## src/hdl/bff_pkg.sv

```systemverilog
// Types and constants of the bigram frequency filter
`default_nettype none
package bff_pkg;

	localparam int WIDE_W = 13;
	localparam logic [7:0] NEWLINE_CHAR = 8'd10;
	localparam logic [7:0] THRESHOLD_RESET = 8'd20;
	localparam logic [7:0] COUNT_MAX = 8'hFF;
	localparam logic [1:0] LINE_SAT = 2'd2;

	typedef enum logic [1:0] {
		MODE_LOAD = 2'd0,
		MODE_CHAR = 2'd1,
		MODE_READ = 2'd2,
		MODE_NONE = 2'd3
	} mode_t;

	typedef enum logic [1:0] {
		ST_IDLE,
		ST_SCAN,
		ST_READ_OUT
	} state_t;

	typedef struct packed {
		logic       alive;
		logic [7:0] first;
		logic [7:0] second;
		logic [7:0] count;
	} entry_t;

	typedef struct packed {
		logic accept;
		logic scan;
		logic out_load;
	} cmd_t;

	typedef struct packed {
		logic pair_now;
		logic read_now;
		logic scan_done;
		logic out_free;
	} status_t;

endpackage
`default_nettype wire

```

## src/hdl/bff_ctrl.sv

```systemverilog
// Controller state machine of the bigram frequency filter
`default_nettype none
module bff_ctrl
	import bff_pkg::*;
(
	input  wire logic    clk,
	input  wire logic    arst_n,
	input  wire logic    in_valid,
	output logic         in_ready,
	input  wire status_t st,
	output cmd_t         cmd
);

	state_t state_q;
	state_t state_next;

	always_ff @(posedge clk or negedge arst_n) begin
		if (!arst_n) begin
			state_q <= ST_IDLE;
		end else begin
			state_q <= state_next;
		end
	end

	always_comb begin
		state_next = state_q;
		case (state_q)
			ST_IDLE: begin
				if (in_valid) begin
					if (st.pair_now) begin
						state_next = ST_SCAN;
					end else if (st.read_now) begin
						state_next = ST_READ_OUT;
					end
				end
			end
			ST_SCAN: begin
				if (st.scan_done) begin
					state_next = ST_IDLE;
				end
			end
			ST_READ_OUT: begin
				if (st.out_free) begin
					state_next = ST_IDLE;
				end
			end
			default: state_next = ST_IDLE;
		endcase
	end

	always_comb begin
		in_ready = 1'b0;
		cmd = '0;
		case (state_q)
			ST_IDLE: begin
				in_ready = 1'b1;
				cmd.accept = in_valid;
			end
			ST_SCAN: begin
				cmd.scan = 1'b1;
			end
			ST_READ_OUT: begin
				cmd.out_load = st.out_free;
			end
			default: begin
				in_ready = 1'b0;
			end
		endcase
	end

endmodule
`default_nettype wire

```

## config.mk

```make
export PLATFORM = sky130hd
export DESIGN_NAME = bff_ctrl
export DESIGN_NICKNAME = d
export VERILOG_FILES = /design/src/hdl/bff_pkg.sv /design/src/hdl/bff_ctrl.sv
export SDC_FILE = /design/constraint.sdc
export NUM_CORES = 1
export LEC_CHECK = 0
export BUFFER_PORTS_ARGS = -buffer_cell sky130_fd_sc_hd__buf_2
export CORE_AREA = 2 2 39 41
export CTS_CLUSTER_DIAMETER = 40
export DETAILED_ROUTE_END_ITERATION = 12
export DIE_AREA = 0 0 41 43
export PLACE_DENSITY_LB_ADDON = 0.05
export SLEW_MARGIN = 30
export SYNTH_ARGS = -nofsm -noshare
export SYNTH_HDL_FRONTEND = slang
export SYNTH_SLANG_ARGS = --single-unit
```

## constraint.sdc

```tcl
create_clock -name clk -period 2.16 [get_ports clk]
set_input_delay 0.432 -clock clk [delete_from_list [all_inputs] [get_ports clk]]
set_output_delay 0.432 -clock clk [all_outputs]
set_load 0.01 [all_outputs]
```

==> impl_metrics.toml, run 1 <==
[power_and_ir_drop]
p_total_mw = 0.1635
leakage_nw = 0.1088
power_density_mw_per_mm2 = 742.3
max-vdd-ir-drop_v = 0.0001556

[yosys]
synth_area_um2 = 117.6
syn_avg_cell_area_um2 = 9.047
synthAdderAreaFrac_pct = 0
syn_nets = 20
synth_mux_area_share_pct = 0
synthCells = 13
seq_area_frac_synth_pct = 42.55
ys_warn_count = 0
yosys.area_share.simple_pct = 48.94
ys_ff_latch = 2
synth_compound_area_share_pct = 8.511
synthXorXnorAreaFrac_pct = 0
ys_types = 9
synth_top_family_by_area = "simple AND/OR/NAND/NOR gates"

[floorplan]
initial_core_util_pct = 8.499
die-area_mm2 = 0.001763
die_w_um = 41
dieHeight_um = 43
io_pins = 11
num_rows = 14
core-area_mm2 = 0.001384

[setup_path]
crit_slowest_cell = "dfrtp_1"
endpoint_kind = "primary output"
worstPathCellList = "nor2_1, and2_1, buf_2"
reg2reg_depth = 2
reg2reg_from = "state_q[1]$_DFFE_PN0P_"
path_buf_inv = 1
r2r_end = "state_q[1]$_DFFE_PN0P_"
crit_fanout = 6
critPathLaunchType = "register"
rrSetupSlack_ps = 1330
path_delay_family = "flip-flops"
critical_path_required_ps = 1730
arrival_ps = 1020
max_stage_delay_ps = 420
crit_type = "reg2out"

[clock_tree]
tritoncts = "yes"
cts_root_buffer = "clkbuf_4"
htree_levels = 1
clockBufferDepth = 2
cts.sinks = 2
clock_latency_ps = 220
clk_pin_slew_ps = 30
cts_buffers = 3
ctsResizeCount = 0

[route]
postRouteAntennaNets = 0
vias = 142
wire_per_inst_um = 7.837
drt_iter0_drc = 1
wl_um = 337
drc = 0
drt_pre_antenna_iters = 3
vias_per_cell = 3.302

[sta]
relSlewSlack_pct = 88.47
slew_violations = 0
finalSetupTns_ps = 0
skew_ps = 1.385
hold_violations = 0
timing.final.crit_period_ps = 1453
setup_viol = 0
rsz0062_at_grt = "false"
fmax_ghz = 0.6880
min_period_over_period_pct = 67.29
tightest_slew_ps = 173.0

[global_routing]
grt.total_usage_pct = 6.225
gr-total-overflow = 0
grt_pass1_wl_um = 634
grt_start_max_net_pins = 7
antenna_found_initial = 0
first_global_vias = 153

[min_path]
holdPathStages = 3
min_from = "st[1]"
hold_class = "in2reg"
hold_path_end = "state_q[0]$_DFFE_PN0P_"

[cells_and_area]
fillers = 170
nets = 36
reg_top3 = "state_q (2)"
top_register = "state_q"
largest_reg_flops = 2
drive_gt1_share_pct = 51.85
fin_cells = 43
area_growth_pct = 87.23
antenna_cells = 0

[status]
status = "completed"

[placement]
port_buffers = 10
place.gp.congestion = 0.5394
placed_cells_incl_taps = 39

[run]
maxCapViolCount = 0
repair_timing:
item                      in CTS  in global routing
buffers inserted               0                  0
hold buffers                   1                  0
hold endpoints to repair       2                  0
area by class of cell:
class	instances	area [µm²]	area share [%]
clock buffer	3	22.52	10.23
multi-input combinational	11	67.56	30.68
sequential	2	50.05	22.73
tap	16	20.02	9.091
timing repair buffer	11	60.06	27.27
cell families after synthesis:
family,count (synthesis)
compound gates,2
simple gates,9
flops,2
through the flow:
stage          util, %  hold slack, ps  area [µm²]  setup WS [ps]
2_1_floorplan        -           136.4       117.6          918.8
3_3_place_gp     13.56           218.7       187.7          934.4
3_5_place_dp     13.56           220.5       187.7          931.3
4_1_cts          15.91           477.0       220.2          684.4
5_1_grt          15.91           488.1       220.2          603.5
6_report         15.91           477.2       220.2          706.5
layout by cell type (no fill, tap or decap):
cell type,instances
nor2_1,2
dfrtp_1,2
and2b_2,1
nand2_1,1
a21oi_1,2
nand3b_1,1
clkbuf_4,3
nand2b_1,2
and2_1,1
dlygate4sd3_1,1
nand4bb_1,1
buf_2,10
cells in the mapped netlist:
cell type  number  area share (%)
a21oi_1         2             8.5
and2_1          1             5.3
and2b_2         1             7.4
dfrtp_1         2              43
nand2_1         1             3.2
nand2b_1        2              11
nand3b_1        1             6.4
nand4bb_1       1             9.6
nor2_1          2             6.4
worst max-delay path by stage:
stage / startpoint / end / cells past startpoint
6_report: state_q[0]$_DFFE_PN0P_ / cmd[2] / 3
5_1_grt: state_q[0]$_DFFE_PN0P_ / cmd[2] / 3
4_1_cts: state_q[0]$_DFFE_PN0P_ / cmd[2] / 3
3_5_place_dp: in_valid / cmd[2] / 3
3_3_place_gp: in_valid / cmd[2] / 3
2_1_floorplan: state_q[0]$_DFFE_PN0P_ / cmd[2] / 2
worst reg2reg max path: cells and delay by family (launching register included):
kind             cells  cell delay (ps)
AO/OA/AOI/OAI        1              140
flip-flops           1              420
AND/OR/NAND/NOR      1              200
metal layers:
layer / share of wire, % / GRT usage, % / up-vias / wire (µm)
met3: 13 / 6.283 / 0 / 43
met1: 36 / 5.466 / 63 / 123
li1: - / - / 73 / -
met5: 0 / 0 / - / 0
met2: 50 / 7.500 / 6 / 170
met4: 0 / 6.000 / 0 / 0
power by group:
part	leakage (nW)	switching [mW]	internal [mW]	total, mW
Sequential	0.0263	0.00599	0.0419	0.0479
Combinational	0.0686	0.0151	0.0198	0.0348
Clock	0.0138	0.0196	0.0612	0.0807
Total	0.109	0.0406	0.123	0.163
(Power assumes the default switching activity.)
==> run 2, diff against run 1 <==
--- a/config.mk
+++ b/config.mk
@@ -5,6 +5,7 @@
 export SDC_FILE = /design/constraint.sdc
 export NUM_CORES = 1
 export LEC_CHECK = 0
+export ABC_AREA = 1
 export BUFFER_PORTS_ARGS = -buffer_cell sky130_fd_sc_hd__buf_2
 export CORE_AREA = 2 2 39 41
 export CTS_CLUSTER_DIAMETER = 40
==> constraint.sdc (replaced) <==
create_clock -name clk -period 1.3 [get_ports clk]
set_input_delay 0.26 -clock clk [delete_from_list [all_inputs] [get_ports clk]]
set_output_delay 0.26 -clock clk [all_outputs]
set_load 0.01 [all_outputs]
==> run 2 against run 1 <==
Via count rose by 42%. Register-to-register slack worse by 1100 ps. Highest routed layer unchanged. Worst hold slack got worse by 150 ps. Final area grew 24%. Synthesized cell count rose by 92%. Clock skew shrank 0.83 ps. Clock power up 67%. Power rose to 3.6 times the previous value. Sequential power rose to 2.8 times the previous value. Critical endpoint is now cmd[0].
==> impl_metrics.toml, run 2 <==
[setup_path]
crit_fanout = 3
critPathLaunchType = "register"
critical_path_required_ps = 1040
crit_type = "reg2out"
arrival_ps = 1030
endpoint_kind = "primary output"

[clock_tree]
htree_levels = 1
cts.sinks = 2
cts_root_buffer = "clkbuf_4"
cts_buffers = 3
clock_latency_ps = 220
clockBufferDepth = 2
tritoncts = "yes"
clk_pin_slew_ps = 30

[yosys]
seq_area_frac_synth_pct = 34.19
ys_types = 9
ys_ff_latch = 2
ys.flop_type = "dfrtp_1"
synth_edf_count = 0
syn_avg_cell_area_um2 = 5.856
synth_top_area_share_pct = 34.19
yosys.area.top_type = "dfrtp_1"
synthTopCellsByArea = "dfrtp_1, inv_1, nand3_1"
ys_warn_count = 0
synth_area_um2 = 146.4
synthCells = 25
synth.most_common_cell = "inv_1"
syn_nets = 32
synth_common_cells = "inv_1, nand2_1, nand3_1, nor2_1, dfrtp_1"
async_flop_share_pct = 100.0

[cells_and_area]
antenna_cells = 0
largest_reg_flops = 2
nets = 50
final_common_cell = "buf_2"
utilization_pct = 19.71
reg_top3 = "state_q (2)"
drive_gt1_share_pct = 46.34
fillers = 170
top_register = "state_q"
area_growth_pct = 86.33
layout_common_cells = "buf_2, inv_1, nand3_1, nand2_1"

[global_routing]
gr-total-overflow = 0
antenna_found_initial = 0
grt_pass1_wl_um = 662
first_global_vias = 182
grt_start_max_net_pins = 5
grt.total_usage_pct = 6.325

[floorplan]
dieHeight_um = 43
die-area_mm2 = 0.001763
initial_core_util_pct = 10.58
io_pins = 11
core-area_mm2 = 0.001384
num_rows = 14
die_w_um = 41

[placement]
place.gp.congestion = 0.6452
hpwl_um = 338.9
port_buffers = 10

[sta]
fmax_ghz = 0.7781
finalSetupTns_ps = 0
hold_violations = 0
skew_ps = 0.5527
min_period_over_period_pct = 98.86
timing.final.crit_period_ps = 1285
slew_violations = 0
tightest_slew_ps = 159.2
rsz0062_at_grt = "true"
setup_viol = 0
relSlewSlack_pct = 89.31
holdWs_ps = 332.0

[route]
vias = 202
wire_per_inst_um = 7.263
wl_um = 414
vias_per_cell = 3.544
top_layer_used = "met3"
met2WireLength_um = 232
postRouteAntennaNets = 0
drt_pre_antenna_iters = 1
drt_iter0_drc = 0
wl_met1_um = 151
drc = 0
routed-wl-met3_um = 30

[status]
status = "completed"

[power_and_ir_drop]
leakage_nw = 0.1680
power_density_mw_per_mm2 = 2178
max-vdd-ir-drop_v = 0.0003742
p_total_mw = 0.5941

[min_path]
hold_class = "in2reg"

[run]
maxCapViolCount = 0
==> run 2: changes by cell type after synthesis, sizes merged, moves of 2 or more <==
cell | previous run | this run
a21oi | 2 | 0
inv | 0 | 8
nand2 | 1 | 4
nand2b | 2 | 0
nand3 | 0 | 4
nor2 | 2 | 5
==> run 2: critical path, stage by stage (launching register included) <==
cell	delay (ps)
dfrtp_1	400
inv_1	70
nor3_1	170
buf_2	160
==> run 2: where the power goes <==
group	total (mW)	switching (mW)	internal, mW
Sequential	0.136	0.0409	0.0948
Clock	0.135	0.0329	0.102
Combinational	0.324	0.170	0.153
==> run 2: repair_timing <==
action,CTS,global route
endpoints found under the setup margin,1,2
buffers inserted,2,0
hold buffers,1,0
resized for setup,0,3
endpoints found under the hold margin,2,0
pin swaps,1,1
==> run 2: logic make-up (layout without fill, tap and decap cells) <==
logic type | after synthesis | in the layout | share of synthesized area, %
compound gates | 1 | 1 | 3.416
simple gates | 14 | 14 | 41.87
flops | 2 | 2 | 34.19
buf+inv | 8 | 24 | 20.51
==> run 2: final cells by class <==
class	instances	area [µm²]	share of cell area, %
Sequential cell	2	51.30	18.81
Timing Repair Buffer	13	75.07	27.52
Tap cell	16	20.02	7.339
Inverter	8	30.03	11.01
Multi-Input combinational cell	15	73.82	27.06
Clock buffer	3	22.52	8.257
==> run 2: through the flow <==
stage               instance area (µm²)  std cells  worst slack, ps
floorplan                         146.4         25            217.2
global placement                  216.5         51            199.4
detailed placement                216.5         51            201.9
CTS                               264.0         57           -15.04
global route                      272.8         57           -85.73
finish                            272.8         57            14.79
==> run 2: path summary, 6_finish.rpt <==
check | startpoint | end | slack, ps | cells past startpoint
max | state_q[1]$_DFFE_PN0P_ | cmd[0] | 10 | 3
min | st[1] | state_q[0]$_DFFE_PN0P_ | 330 | 4
max reg2reg | state_q[0]$_DFFE_PN0P_ | state_q[0]$_DFFE_PN0P_ | 270 | 6
min reg2reg | state_q[0]$_DFFE_PN0P_ | state_q[0]$_DFFE_PN0P_ | 620 | 2
max in group asynchronous | arst_n | state_q[0]$_DFFE_PN0P_ | 840 | 2
min in group asynchronous | arst_n | state_q[1]$_DFFE_PN0P_ | 350 | 2
==> run 2: per-layer routing <==
| metal | up-vias | track usage, % |
|---|---|---|
| met2 | 5 | 8.750 |
| li1 | 106 | - |
| met1 | 91 | 5.466 |
| met5 | - | 0 |
| met3 | 0 | 3.141 |
| met4 | 0 | 8.000 |
